`src/rtl/core/bond_present_value_core_macros.svh`:
```
// Assertion shorthands for the bond pricing core. Every user has clk and
// arst_n in scope; checks are off while reset is applied.
`ifndef BOND_PRESENT_VALUE_CORE_MACROS_SVH
`define BOND_PRESENT_VALUE_CORE_MACROS_SVH

// Same-cycle implication
`define BPV_ASSERT_IMP(lbl, ante, cons, msg) \
	lbl: assert property (@(posedge clk) disable iff (!arst_n) (ante) |-> (cons)) \
		else $error(msg);

// Next-cycle implication
`define BPV_ASSERT_NXT(lbl, ante, cons, msg) \
	lbl: assert property (@(posedge clk) disable iff (!arst_n) (ante) |=> (cons)) \
		else $error(msg);

`endif

```
`src/rtl/core/bpv_pkg.sv`:
```
`timescale 1ns / 1ps
`default_nettype none

package bpv_pkg;

	// Field widths
	localparam int N_W          = 10;
	localparam int FREQ_W       = 4;
	localparam int BP_W         = 14;
	localparam int PAR_W        = 20;
	localparam int PRICE_W      = 47;
	localparam int FRAC_W       = 32;
	localparam int PRICE_FRAC_W = 16;

	// Q32 value in [0, 1.0], bit FRAC_W marks exactly 1.0
	localparam int Q_W     = FRAC_W + 1;
	localparam int FUNIT_W = 17;
	localparam int DEN1_W  = 18;
	localparam int DEN2_W  = 17;

	localparam logic [FREQ_W-1:0]  FREQ_MAX    = 4'd12;
	localparam logic [FUNIT_W-1:0] BP_PER_UNIT = 17'd10000;
	localparam logic [Q_W-1:0]     Q_ONE       = 33'h1_0000_0000;
	localparam logic [PRICE_W-1:0] PRICE_MAX   = '1;
	localparam logic [PAR_W-1:0]   PAR_RESET   = 20'd100;

	typedef logic [Q_W-1:0] q32_t;

	typedef struct packed {
		logic [PRICE_W-1:0] price;
		logic               bad_frequency;
	} bpv_result_t;

endpackage

`default_nettype wire

```
`src/rtl/core/bpv_price.sv`:
```
`timescale 1ns / 1ps
`default_nettype none

// Price = par * (term + disc) scaled from Q32 to Q16, rounded, saturated; zero for a bad word.
module bpv_price import bpv_pkg::*; #(
	parameter int TERM_W = 47
) (
	input  logic              clk,
	input  logic              arst_n,
	input  logic              en,
	input  logic              in_valid,
	input  logic [TERM_W-1:0] term,
	input  q32_t              disc,
	input  logic              bad,
	input  logic [PAR_W-1:0]  par,
	output logic              out_valid,
	output bpv_result_t       result
);

	localparam int F_W   = TERM_W + 1;
	localparam int HI_W  = PAR_W + F_W - PRICE_FRAC_W;
	localparam int LO_W  = PAR_W + PRICE_FRAC_W;
	localparam int SUM_W = HI_W + 1;

	logic [F_W-1:0]   f_s1;
	logic             bad_s1, bad_s2, bad_s3;
	logic [HI_W-1:0]  hi_s2;
	logic [LO_W-1:0]  lo_s2;
	logic [PRICE_W-1:0] price_s3;
	logic             v_s1, v_s2, v_s3;

	logic [LO_W:0]    lo_r;
	logic [SUM_W-1:0] sum;

	// Round the fraction part and add it to the integer part
	always_comb begin
		lo_r = (LO_W+1)'(lo_s2) + (LO_W+1)'(1 << (PRICE_FRAC_W - 1));
		sum  = SUM_W'(hi_s2) + SUM_W'(lo_r >> PRICE_FRAC_W);
	end

	// Sum, multiply, then saturate or zero a bad word
	always_ff @(posedge clk) begin
		if (en) begin
			f_s1   <= F_W'(term) + F_W'(disc);
			bad_s1 <= bad;
			hi_s2  <= par * f_s1[F_W-1:PRICE_FRAC_W];
			lo_s2  <= par * f_s1[PRICE_FRAC_W-1:0];
			bad_s2 <= bad_s1;
			if (bad_s2)
				price_s3 <= '0;
			else if (sum > SUM_W'(PRICE_MAX))
				price_s3 <= PRICE_MAX;
			else
				price_s3 <= sum[PRICE_W-1:0];
			bad_s3 <= bad_s2;
		end
	end

	// Advance valid bits
	always_ff @(posedge clk or negedge arst_n) begin
		if (!arst_n) begin
			v_s1 <= 1'b0;
			v_s2 <= 1'b0;
			v_s3 <= 1'b0;
		end else if (en) begin
			v_s1 <= in_valid;
			v_s2 <= v_s1;
			v_s3 <= v_s2;
		end
	end

	assign out_valid            = v_s3;
	assign result.price         = price_s3;
	assign result.bad_frequency = bad_s3;

endmodule

`default_nettype wire

```
`config.mk`:
```
export PLATFORM = sky130hd
export DESIGN_NAME = bpv_price
export DESIGN_NICKNAME = d
export VERILOG_FILES = /design/src/rtl/core/bond_present_value_core_macros.svh /design/src/rtl/core/bpv_pkg.sv /design/src/rtl/core/bpv_price.sv
export SDC_FILE = /design/constraint.sdc
export NUM_CORES = 2
export LEC_CHECK = 0
export BUFFER_PORTS_ARGS = -buffer_cell sky130_fd_sc_hd__clkbuf_2
export CORE_ASPECT_RATIO = 2
export CORE_MARGIN = 3
export CORE_UTILIZATION = 45
export DETAILED_ROUTE_END_ITERATION = 8
export PLACE_DENSITY = 0.62
export SLEW_MARGIN = 20
export SYNTH_ARGS = -nofsm -noshare
export SYNTH_HDL_FRONTEND = slang
export SYNTH_SLANG_ARGS = --single-unit
export TNS_END_PERCENT = 30
```
`constraint.sdc`:
```
create_clock -name clk -period 7.55 [get_ports clk]
set_input_delay 0.755 -clock clk [delete_from_list [all_inputs] [get_ports clk]]
set_output_delay 0.755 -clock clk [all_outputs]
set_load 0.005 [all_outputs]
```
Word level (Yosys, flattened, before mapping)
Cells that the tools add are included.
{"block": "totals", "regBits": 189, "in_bits": 105}
{"block": "op_classes", "n_addsub": 3, "mul": 2, "order_cmp": 1, "mux": 1}
{"operator": "adder 52 x 21 -> 53 bit", "count": 1}
{"operator": "> comparator 53 x 47 -> 1 bit (second input constant)", "count": 1}
{"operator": "multiplier 20 x 32 -> 52 bit", "count": 1}
{"operator": "adder 47 x 33 -> 48 bit", "count": 1}
{"operator": "2-to-1 mux 47 bit", "count": 1}
{"operator": "adder 36 x 16 -> 37 bit (second input constant)", "count": 1}
{"operator": "multiplier 20 x 16 -> 36 bit", "count": 1}

Logic depth before layout (Yosys ltp)
{"block": "depth", "depth_word": 4, "depth_mapped": 28, "mapped_depth_nobuf": 26}

Worst setup path before layout
Ideal clock, no wire load.
{"block": "synth_path", "path_type": "input port to flip-flop", "from": "input port par[5]", "to": "register hi_s2[51] (data pin)", "setup_ns": 0.258, "t_arrival_ns": 7.236, "required_ns": 7.292, "setup_slack_ns": 0.056, "path_stages": 26, "path_cell_list": "clkbuf_1 -> clkbuf_1 -> nand2_1 -> fa_1 -> fa_1 -> fa_1 -> inv_1 -> fa_1 -> fa_1 -> fa_1 -> inv_1 -> fa_1 -> inv_1 -> ha_1 -> clkbuf_1 -> and3_1 -> clkbuf_1 -> nand2_1 -> nor2_1 -> nand2_1 -> a21oi_1 -> a31oi_1 -> o41ai_2 -> a311oi_1 -> a311o_1 -> xnor2_1"}
{"block": "synth_via", "elab_chain_len": 1}
{"element": "start, declared", "line_no": "bpv_price.sv:15", "source": "input logic [PAR_W-1:0] par,"}
{"element": "multiplier 20 x 32 -> 52 bit", "line_no": "bpv_price.sv:46", "source": "hi_s2 <= par * f_s1[F_W-1:PRICE_FRAC_W];"}
{"element": "end signal, assigned", "line_no": "bpv_price.sv:46"}
{"element": "end, declared", "line_no": "bpv_price.sv:27", "source": "logic [HI_W-1:0] hi_s2;"}
Every way passes these cells.
A chain may end at the register's enable or synchronous reset.

Worst setup path after layout
{"block": "layout_path", "from": "register f_s1[34]", "to": "register hi_s2[45] (data pin)"}
{"block": "layout_via", "elab_chain_len": 1}
{"element": "start, declared", "line_no": "bpv_price.sv:25", "source": "logic [F_W-1:0] f_s1;"}
{"element": "start signal, assigned", "line_no": "bpv_price.sv:44", "source": "f_s1 <= F_W'(term) + F_W'(disc);"}
{"element": "multiplier 20 x 32 -> 52 bit", "line_no": "bpv_price.sv:46"}
Every way passes these cells.

==> results.cfg <==
[yosys]
synth_warnings = 0
synth_seq_area_share = 0.132
syn_inst = 4243
synth_top_area_share = 0.399
synth_area_leaders = fa_1 40%, edfxtp_1 13%, ha_1 10%, inv_1 8.3%, and2_1 6.8%
synth.distinct_cells = 65
synth_simple_gate_area_frac = 0.162
synthMuxAreaShare = 0.00114
syn_nets = 5457
netlist_area_um2 = 39500
async_flop_share = 0.0172
ys.flop_type = edfxtp_1
yosysTopAreaCell = fa_1
synth_top_family_by_area = adder cells
syn_area_per_cell_um2 = 9.30
ys_seq_elements = 174
synth_fa_ha_area_frac = 0.501
synth_edf_count = 171
synthXorXnorAreaFrac = 0.0370
synth-compound-area-share = 0.0629

[clock_network]
cts_num_sinks = 174
holdBufCountCts = 0
clk_pin_slew_ns = 0.09
cts_tree = built
htreeDepth = 4
cts-root-buf = clkbuf_16
cts_inserted_buffers = 17
clock_path_buffers = 2
clk_latency_ns = 0.49

[drt]
vias = 29500
vias_per_cell = 5.19
drc = 0
wl_mm = 111
drt-pass1-iter-count = 5
wl_per_cell_um = 19.6
ant_nets = 0
first_iter_violations = 1493

[floorplanning]
core_region_area_um2 = 86900
fp-row-count = 153
dieWidth_um = 215
num_io_pins = 154
initial_core_util = 0.454
die-area_um2 = 91500
die_y_um = 425

[global_route]
grt_max_degree = 115
antenna_found_initial = 0
overflow = 0
grt_pass1_wl_mm = 175
grt_pass1_vias = 32600
grt_util_all_layers = 0.249

[timing]
maxSlewViolCount = 0
clock_skew_ns = 0.0188
whs_ns = 0.0614
grt_setup_unrepaired = yes
layout_min_cycle_time_ns = 7.27
fmax_mhz = 137
setup_viol = 0
tightest_slew_ns = 0.969
hold_viol_final = 0
setup_ws_ns = 0.275
period_share = 0.964
slew_headroom = 0.354

[worst_setup_path]
cp-start-kind = flop
reg2reg_setup_slack_ns = 0.28
cp_max_fo = 11
arrival_ns = 7.55
required_ns = 7.82
crit_type = flop to flop
worstRegToRegCells = 25
endpoint_kind = flop
r2r-start = f_s1[34]$_DFFE_PP_
timing.rr.end = hi_s2[45]$_DFFE_PP_
cp-startpoint = f_s1[34]$_DFFE_PP_

[placed_design]
dp_worst_setup_slack_ns = -0.302
dpl.hpwl_mm = 95.8
gp_congestion = 0.915
port-buffer-count = 153
placed_cells = 5647
place_area_um2 = 43700

[finish]
area_delta_synth_final_pct = 12.4
final_cell_mix = 868 x inv_1, 787 x fa_1, 609 x nand2_1
fin_cells = 5683
antennaDiodeCount = 0
layout_commonest_cell = inv_1
postLayoutCellArea_um2 = 44400
layout-drive-gt1-share = 0.116
nets = 5722

[outcome]
status = completed

[run]
cap_violations = 0

[hold_path]
min_path_type = input port to async pin
## cell families (layout without fill, tap and decap cells)
logic type	count (synthesis)	count (layout)
simple gates	1310	1310
fa+ha+maj	1109	1109
buf+inv	1090	1368
compound gates	389	389
flops	174	174
xor+xnor	167	167
mux	4	4
## how the worst max path moves through the flow
stage | cells past startpoint | to | slack (ns)
after CTS | 23 | hi_s2[51]$_DFFE_PP_ | 0.009
after detailed placement | 26 | hi_s2[51]$_DFFE_PP_ | -0.30
after global placement | 27 | hi_s2[51]$_DFFE_PP_ | -0.23
after global routing | 27 | hi_s2[48]$_DFFE_PP_ | 0.0001
after floorplan | 26 | hi_s2[51]$_DFFE_PP_ | 0.06
final | 25 | hi_s2[45]$_DFFE_PP_ | 0.28
## per-stage QoR
step	util	setup TNS [ns]
after global routing	0.511	0
final	0.511	0
after global placement	0.503	-0.793
after detailed placement	0.503	-1.57
after floorplan	-	0
after CTS	0.510	0
## cell type report
type / instances / area (um^2)
inverters: 868 / 3260
repair buffers: 468 / 3630
multi-input cells: 2979 / 30200
well taps: 1162 / 1450
fillers: 8221 / 42500
clock buffers: 17 / 425
clock inverters: 15 / 185
flip-flops and latches: 174 / 5210
## registers in the layout, summed over array words and instances, names as in the netlist
signal	cells
bad_s2	1
bad_s3	1
f_s1	48
price_s3	47
out_valid	1
v_s1	1
bad_s1	1
hi_s2	52
v_s2	1
lo_s2	21
## timing repair
item                                    CTS  global route
buffers inserted                          0             4
endpoints found under the setup margin    0             5
resized for setup                         0             6
## synth_stat cells (7+ instances only)
| library cell | instances |
|---|---|
| inv_1 | 868 |
| fa_1 | 787 |
| nand2_1 | 609 |
| and2_1 | 430 |
| ha_1 | 322 |
| clkbuf_1 | 214 |
| edfxtp_1 | 171 |
| a21oi_1 | 158 |
| xnor2_1 | 98 |
| nor2_1 | 91 |
| xor2_1 | 69 |
| a21o_1 | 59 |
| o21ai_0 | 45 |
| nand3_1 | 36 |
| and3_1 | 32 |
| nand4_1 | 29 |
| nor3_1 | 22 |
| nand2b_1 | 21 |
| o21bai_1 | 18 |
| o21a_1 | 15 |
| nor2b_1 | 14 |
| a211oi_1 | 12 |
| a31oi_1 | 12 |
| o211ai_1 | 9 |
| a311oi_1 | 7 |
| or3_1 | 7 |
## routing by layer
| layer | share of wire | track usage |
|---|---|---|
| met2 | 0.55 | 0.481 |
| met1 | 0.35 | 0.263 |
| met4 | 0.060 | 0.131 |
| met3 | 0.037 | 0.0275 |
| met5 | 0 | 0 |
## worst max-delay path: stages (launching register included)
cell	delay (ns)
edfxtp_1	0.63
and2_1	0.30
fa_1	0.47
fa_1	0.54
inv_1	0.05
fa_1	0.48
inv_1	0.05
fa_1	0.52
fa_1	0.51
fa_1	0.49
inv_1	0.05
fa_1	0.47
inv_1	0.04
ha_1	0.33
and3_1	0.24
nand2_1	0.10
nor2_1	0.13
nand2_1	0.06
a21oi_1	0.11
buf_4	0.16
a31oi_1	0.15
o41ai_2	0.35
buf_4	0.18
a21boi_1	0.09
o221a_2	0.26
nor4_1	0.30
Power is left out: the tool's default activity adds up to more than one toggle a clock period on the data nets, which glitch-free logic cannot reach.
