## config.mk

```make
export PLATFORM = sky130hd
export DESIGN_NAME = bpv_div
export DESIGN_NICKNAME = d
export VERILOG_FILES = /design/src/rtl/core/bond_present_value_core_macros.svh /design/src/rtl/core/bpv_pkg.sv /design/src/rtl/core/bpv_div.sv
export SDC_FILE = /design/constraint.sdc
export NUM_CORES = 2
export LEC_CHECK = 0
export ABC_AREA = 0
export BUFFER_PORTS_ARGS = -buffer_cell sky130_fd_sc_hd__clkbuf_2
export CORE_AREA = 2 2 596 598
export CTS_CLUSTER_DIAMETER = 150
export CTS_CLUSTER_SIZE = 30
export DETAILED_ROUTE_END_ITERATION = 7
export DIE_AREA = 0 0 598 600
export GPL_TIMING_DRIVEN = 1
export PLACE_DENSITY = 0.55
export SLEW_MARGIN = 20
export SYNTH_ARGS = -nofsm -noshare
export SYNTH_HDL_FRONTEND = slang
export SYNTH_SLANG_ARGS = --single-unit
```

## constraint.sdc

```tcl
create_clock -name clk -period 8.27 [get_ports clk]
set_input_delay 0.827 -clock clk [delete_from_list [all_inputs] [get_ports clk]]
set_output_delay 0.827 -clock clk [all_outputs]
set_load 0.02 [all_outputs]
```

## src/rtl/core/bond_present_value_core_macros.svh

```systemverilog
// Assertion shorthands for the bond pricing core. Every user has clk and
// arst_n in scope; checks are off while reset is applied.
`ifndef BOND_PRESENT_VALUE_CORE_MACROS_SVH
`define BOND_PRESENT_VALUE_CORE_MACROS_SVH

// Same-cycle implication
`define BPV_ASSERT_IMP(lbl, ante, cons, msg) \
	lbl: assert property (@(posedge clk) disable iff (!arst_n) (ante) |-> (cons)) \
		else $error(msg);

// Next-cycle implication
`define BPV_ASSERT_NXT(lbl, ante, cons, msg) \
	lbl: assert property (@(posedge clk) disable iff (!arst_n) (ante) |=> (cons)) \
		else $error(msg);

`endif

```

## src/rtl/core/bpv_pkg.sv

```systemverilog
`timescale 1ns / 1ps
`default_nettype none

package bpv_pkg;

	// Field widths
	localparam int N_W          = 10;
	localparam int FREQ_W       = 4;
	localparam int BP_W         = 14;
	localparam int PAR_W        = 20;
	localparam int PRICE_W      = 47;
	localparam int FRAC_W       = 32;
	localparam int PRICE_FRAC_W = 16;

	// Q32 value in [0, 1.0], bit FRAC_W marks exactly 1.0
	localparam int Q_W     = FRAC_W + 1;
	localparam int FUNIT_W = 17;
	localparam int DEN1_W  = 18;
	localparam int DEN2_W  = 17;

	localparam logic [FREQ_W-1:0]  FREQ_MAX    = 4'd12;
	localparam logic [FUNIT_W-1:0] BP_PER_UNIT = 17'd10000;
	localparam logic [Q_W-1:0]     Q_ONE       = 33'h1_0000_0000;
	localparam logic [PRICE_W-1:0] PRICE_MAX   = '1;
	localparam logic [PAR_W-1:0]   PAR_RESET   = 20'd100;

	typedef logic [Q_W-1:0] q32_t;

	typedef struct packed {
		logic [PRICE_W-1:0] price;
		logic               bad_frequency;
	} bpv_result_t;

endpackage

`default_nettype wire

```

## src/rtl/core/bpv_div.sv

```systemverilog
`timescale 1ns / 1ps
`default_nettype none

// Restoring divider, one quotient bit per stage. The caller guarantees
// num >> QUO_W < den, so QUO_W stages give the full quotient.
module bpv_div import bpv_pkg::*; #(
	parameter int NUM_W = 50,
	parameter int QUO_W = 33,
	parameter int DEN_W = 18,
	parameter int TAG_W = 1
) (
	input  logic             clk,
	input  logic             arst_n,
	input  logic             en,
	input  logic             in_valid,
	input  logic [NUM_W-1:0] num,
	input  logic [DEN_W-1:0] den,
	input  logic [TAG_W-1:0] tag_in,
	output logic             out_valid,
	output logic [QUO_W-1:0] quo,
	output logic [TAG_W-1:0] tag_out
);

	logic [DEN_W-1:0] rem_s [QUO_W];
	logic [QUO_W-1:0] low_s [QUO_W];
	logic [DEN_W-1:0] den_s [QUO_W];
	logic [TAG_W-1:0] tag_s [QUO_W];
	logic [QUO_W-1:0] v_s;

	logic [DEN_W-1:0] src_rem [QUO_W];
	logic [QUO_W-1:0] src_low [QUO_W];
	logic [DEN_W-1:0] src_den [QUO_W];
	logic [TAG_W-1:0] src_tag [QUO_W];
	logic [DEN_W:0]   trial   [QUO_W];
	logic [DEN_W-1:0] rem_nx  [QUO_W];
	logic [QUO_W-1:0] low_nx  [QUO_W];
	logic [QUO_W-1:0] src_v;

	// Pick each stage's source: ports for the first, previous stage otherwise
	always_comb begin
		src_rem[0] = DEN_W'(num >> QUO_W);
		src_low[0] = num[QUO_W-1:0];
		src_den[0] = den;
		src_tag[0] = tag_in;
		for (int k = 1; k < QUO_W; k++) begin
			src_rem[k] = rem_s[k-1];
			src_low[k] = low_s[k-1];
			src_den[k] = den_s[k-1];
			src_tag[k] = tag_s[k-1];
		end
		src_v = {v_s[QUO_W-2:0], in_valid};
	end

	// One shift-and-subtract step per stage
	always_comb begin
		for (int k = 0; k < QUO_W; k++) begin
			trial[k] = {src_rem[k], src_low[k][QUO_W-1]};
			if (trial[k] >= {1'b0, src_den[k]}) begin
				rem_nx[k] = DEN_W'(trial[k] - {1'b0, src_den[k]});
				low_nx[k] = {src_low[k][QUO_W-2:0], 1'b1};
			end else begin
				rem_nx[k] = DEN_W'(trial[k]);
				low_nx[k] = {src_low[k][QUO_W-2:0], 1'b0};
			end
		end
	end

	// Advance payload
	always_ff @(posedge clk) begin
		if (en) begin
			for (int k = 0; k < QUO_W; k++) begin
				rem_s[k] <= rem_nx[k];
				low_s[k] <= low_nx[k];
				den_s[k] <= src_den[k];
				tag_s[k] <= src_tag[k];
			end
		end
	end

	// Advance valid bits
	always_ff @(posedge clk or negedge arst_n) begin
		if (!arst_n) begin
			v_s <= '0;
		end else if (en) begin
			v_s <= src_v;
		end
	end

	assign out_valid = v_s[QUO_W-1];
	assign quo       = low_s[QUO_W-1];
	assign tag_out   = tag_s[QUO_W-1];

endmodule

`default_nettype wire

```

== After elaboration in Yosys (flattened, before gate mapping) ==
Memories as Yosys holds them, arrays and structs flattened.
Index checks and enable logic that the tools add are counted.
Widths: inputs -> output; s select.

* Register bits: 33
* Latch bits: 0
* Bits in writable memories: 2310
* ROM bits: 0
* Input bits: 73
* Output and inout port bits: 35
* Word-level logic and storage cells: 139
* Memories kept: 4

* $add $sub $neg: 33
* $mul: 0
* Div/mod/pow operators: 0
* Magnitude comparators: 33
* Equal/unequal tests: 0
* Shift-type cells: 0
* Mux-type cells: 68
* Bitwise gates (word level): 0
* Reduce and logical (&&, ||, !) cells: 0

{| class="wikitable"
|+ Memory list
! memory !! words !! width !! rd ports !! clocked after Yosys merged registers in !! wr ports !! RTL line !! source
|-
| low_s || 33 || 33 || 33 || 0 || 33 || bpv_div.sv:25 || <nowiki>logic [QUO_W-1:0] low_s [QUO_W];</nowiki>
|-
| den_s || 33 || 18 || 32 || 0 || 33 || bpv_div.sv:26 || <nowiki>logic [DEN_W-1:0] den_s [QUO_W];</nowiki>
|-
| rem_s || 33 || 18 || 32 || 0 || 33 || bpv_div.sv:24 || <nowiki>logic [DEN_W-1:0] rem_s [QUO_W];</nowiki>
|-
| tag_s || 33 || 1 || 33 || 0 || 33 || bpv_div.sv:27 || <nowiki>logic [TAG_W-1:0] tag_s [QUO_W];</nowiki>
|}

{| class="wikitable"
|+ Operator list
! kind !! count
|-
| $ge 19x18->1 || 32
|-
| $mux 18 || 33
|-
| $sub 18x18->18 || 33
|-
| $mux 1 || 35
|-
| $ge 18x18->1 || 1
|}

== Depth between registers and ports, before layout ==
An unclocked memory read counts as a cell.

* Depth in word-level cells: 3
* Mapped depth: 15
* Mapped depth without buffers: 13

== Worst setup path before layout ==
No wires, ideal clock.

* Path type: input port to flip-flop
* Start point: input num[32]
* End point: memory rem_s[0][10] (data pin)
* Setup time: 260 ps
* Data arrival time: 3612 ps
* Required time: 8010 ps
* Setup slack: 4398 ps
* Cell stages on the path: 15
* Cell sequence: inv_1 ha_1 inv_1 fa_1 a21o_1 a221oi_4 o221a_4 o21ai_2 a21o_1 a2111oi_4 or2_1 buf_6 inv_4 buf_12 mux2_4

{| class="wikitable"
|+ RTL lines
! what !! RTL line !! source
|-
| start, declared || bpv_div.sv:16 || <nowiki>input logic [NUM_W-1:0] num,</nowiki>
|-
| end, declared || bpv_div.sv:24 ||
|}

==> results.yml <==
run_status:
  status: "finished, final reports clean"
drt:
  route.antenna.remaining_nets: 0
  first_pass_iters: 5
  wl_per_cell_um: 15.77
  drcViolationCount: 0
  routed_via_density: 4.672
  drt_wl_total_mm: 192.4
  drt_iter0_drc: 4051
  vias: 57000
floorplanning:
  die-area_mm2: 0.3588
  die_w_um: 598
  num_rows: 218
  start_util_pct: 29.97
  die_h_um: 600
  core_mm2: 0.3519
  ioPinCount: 108
place:
  pre_cts_slack_ns: 3.723
  io_buffers: 107
  dpl.cell_count: 12070
  dp_hpwl_mm: 134.8
  gp_congestion: 0.8531
yosys:
  yosysWarnings: 0
  mappedNetlistNets: 8109
  yosys.area.top_type: "edfxtp_1"
  synth_edf_count: 2274
  synth_cell_types: 85
  async_reset_ff_share_pct: 1.430
  synth.top_cell.area_share_pct: 64.76
  ys_ff_latch: 2307
  netlist_area_mm2: 0.1054
  syn_inst: 7410
  ys_seq_area_share_pct: 65.54
  syn_avg_cell_area_um2: 14.23
  yosys-top-cells-area: "edfxtp_1 65%, ha_1 7.0%, mux2_2 5.0%, inv_1 2.6%, xnor2_1 2.3%"
  synthFlopType: "edfxtp_1"
sta:
  drv_slew: 0
  max_freq_mhz: 254.3
  setup_tns_ns: 0
  finalSetupViolations: 0
  tightest_slew_ns: 1.083
  relSlewSlack_pct: 27.81
  hold_viol_final: 0
  fin_crit_sh_pct: 47.55
  rsz0062_at_grt: "false"
  setup_slack_ns: 4.338
  skew_ns: 0.07033
  whs_ns: 0.1218
  min_period_ns: 3.932
critical_path:
  crit_type: "flip-flop to flip-flop"
  startpoint_type: "flip-flop"
  cp.arrival_ns: 4.52
  cp-end-kind: "flip-flop"
  critPathRequiredTime_ns: 8.86
  rrSetupSlack_ns: 4.34
  cp_max_fo: 19
global_routing:
  gr-usage-all-layers_pct: 10.51
  grt_pass1_wl_mm: 311.3
  overflow: 0
  grt_pass1_vias: 57860
  grt_max_degree: 178
  antenna_found_initial: 4
job:
  drv_cap: 0
cells_and_area:
  syn_to_final_growth_pct: 8.387
  drive_gt1_share_pct: 10.48
  seqCellArea_mm2: 0.06911
  multi_input_area_mm2: 0.03304
  final_nets: 8248
  fillCellCount: 34260
  layout.cells.non_filler: 12200
clock_tree:
  clk_pin_slew_ns: 0.12
  postCtsSetupRepairBufs: 0
  cts_tree: "yes"
  cts_max_level: 3
  clock-sinks: 2307
  cts_resized: 0
  cts_inserted_buffers: 92
  clkLatencyLatePin_ns: 0.87
  cts_root_buf: "clkbuf_16"
  clockBufferDepth: 4
power_and_ir_drop:
  p_leak_nw: 42.60
  p_clk_share_pct: 14.7
  power.share.combinational_pct: 40.3
  internal_power_mw: 25.45
  power_density_mw_per_mm2: 334.4
  power.switching_mw: 12.77
  ir_worst_vdd_uv: 184.7
  swShare_pct: 33.42
  seq_power_share_pct: 45.0
worst_hold_path:
  hp-class: "input port to flip-flop"
[critical path, stage by stage, from the launching register on]
cell and delay [ns]:
edfxtp_1 0.46, ha_1 0.35, nor2b_1 0.16, o2111ai_1 0.19
o21ai_0 0.20, o41ai_2 0.62, a211oi_1 0.17, o211ai_1 0.22
nand3_1 0.74, mux2_2 0.56
[cell usage in the layout, fill, tap and decap left out, types with 15 or more instances in the layout]
master and n:
nor2_1 326, a21oi_1 411, clkbuf_1 21, clkbuf_2 106, o21a_1 89, nand4_1 66, buf_4 32, or3_1 45
a211oi_1 57, o31a_1 16, or2_2 22, nand2_1 267, o31ai_1 28, nor4_1 15, mux2_2 472, dfrtp_1 33
o21bai_1 62, xor2_1 183, xnor2_1 273, a31o_2 18, nor2b_1 70, nor3_1 149, clkbuf_16 93, nand3_1 134
mux2i_1 36, a21boi_0 22, ha_1 594, o211ai_1 36, nand2b_1 56, edfxtp_1 2274, inv_1 744, fa_1 32
a21o_1 171, o21ai_0 285, a31oi_1 61, a211o_1 17, and3_1 40
[cell usage after synthesis (all sizes together) (134+ instances only)]
cell type and count:
nor3 149, ha 594, nand2 267, xnor2 273, nand3 134, a21o 171, edfxtp 2274, a21oi 413
inv 745, mux2 481, nor2 326, xor2 183, o21ai 293
[metrics by stage]
step	util (%)	area, um^2	total power [mW]
final	32.48	114300	38.22
after floorplan	-	105400	29.04
after CTS	32.48	114300	38.66
after global routing	32.48	114300	40.99
after detailed placement	31.76	111700	32.77
after global placement	31.76	111700	32.35
[area by class of cell]
cell class / count / area share [%]
Timing Repair Buffer: 152 / 0.9108
Multi-Input combinational cell: 4251 / 28.91
Clock buffer: 115 / 2.117
Antenna cell: 1 / 0.002189
Sequential cell: 2307 / 60.47
Tap cell: 4620 / 5.058
Inverter: 745 / 2.449
Clock inverter: 9 / 0.08648
[timing repair]
item                                   CTS  global route
setup endpoints to repair                0             0
endpoints found under the hold margin   16             0
hold buffers                             1             0
[flip-flops by register name, summed over array words and instances (netlist names)]
signal	count
v_s	33
tag_s	33
den_s	576
low_s	1089
rem_s	576
[layer usage]
metal | track usage [%] | vias up | wire, um
li1 | - | 27780 | -
met1 | 13.29 | 28110 | 85060
met2 | 18.62 | 820 | 95790
met3 | 1.200 | 289 | 5726
met4 | 3.481 | 0 | 5780
met5 | 0 | - | 0
[power by group through the flow]
stage | combinational, mW | sequential, mW | clock [mW]
2_1_floorplan | 12.1 | 16.9 | 0
3_3_place_gp | 14.8 | 17.5 | 0
5_1_grt | 17.2 | 17.5 | 6.34
4_1_cts | 15.4 | 17.3 | 6.01
3_5_place_dp | 15.2 | 17.5 | 0
6_report | 15.4 | 17.2 | 5.60
[path summary, 6_finish.rpt]
kind                            depth (start not counted)           from       endpoint
max in group asynchronous                               2         arst_n        v_s[21]
worst min-delay path                                    1        num[28]   low_s[0][29]
worst max-delay path                                    9  rem_s[0][270]  rem_s[0][291]
worst max register to register                          9  rem_s[0][270]  rem_s[0][291]
worst min register to register                          0  low_s[0][662]  low_s[0][696]
min in group asynchronous                               2         arst_n         v_s[1]
[kinds of logic (layout without fill, tap and decap cells)]
kind of cell / Yosys count / in the layout / synth area share (%)
flip-flops: 2307 / 2307 / 65.54
other: 0 / 1 / 0
buffers and inverters: 852 / 1021 / 3.204
adder cells (fa/ha/maj): 626 / 626 / 7.656
AO/OA/AOI/OAI: 1399 / 1399 / 8.521
XOR/XNOR: 456 / 456 / 3.787
multiplexers: 517 / 517 / 5.510
AND/OR/NAND/NOR: 1253 / 1253 / 5.782
Power figures use the tool's default switching activity.
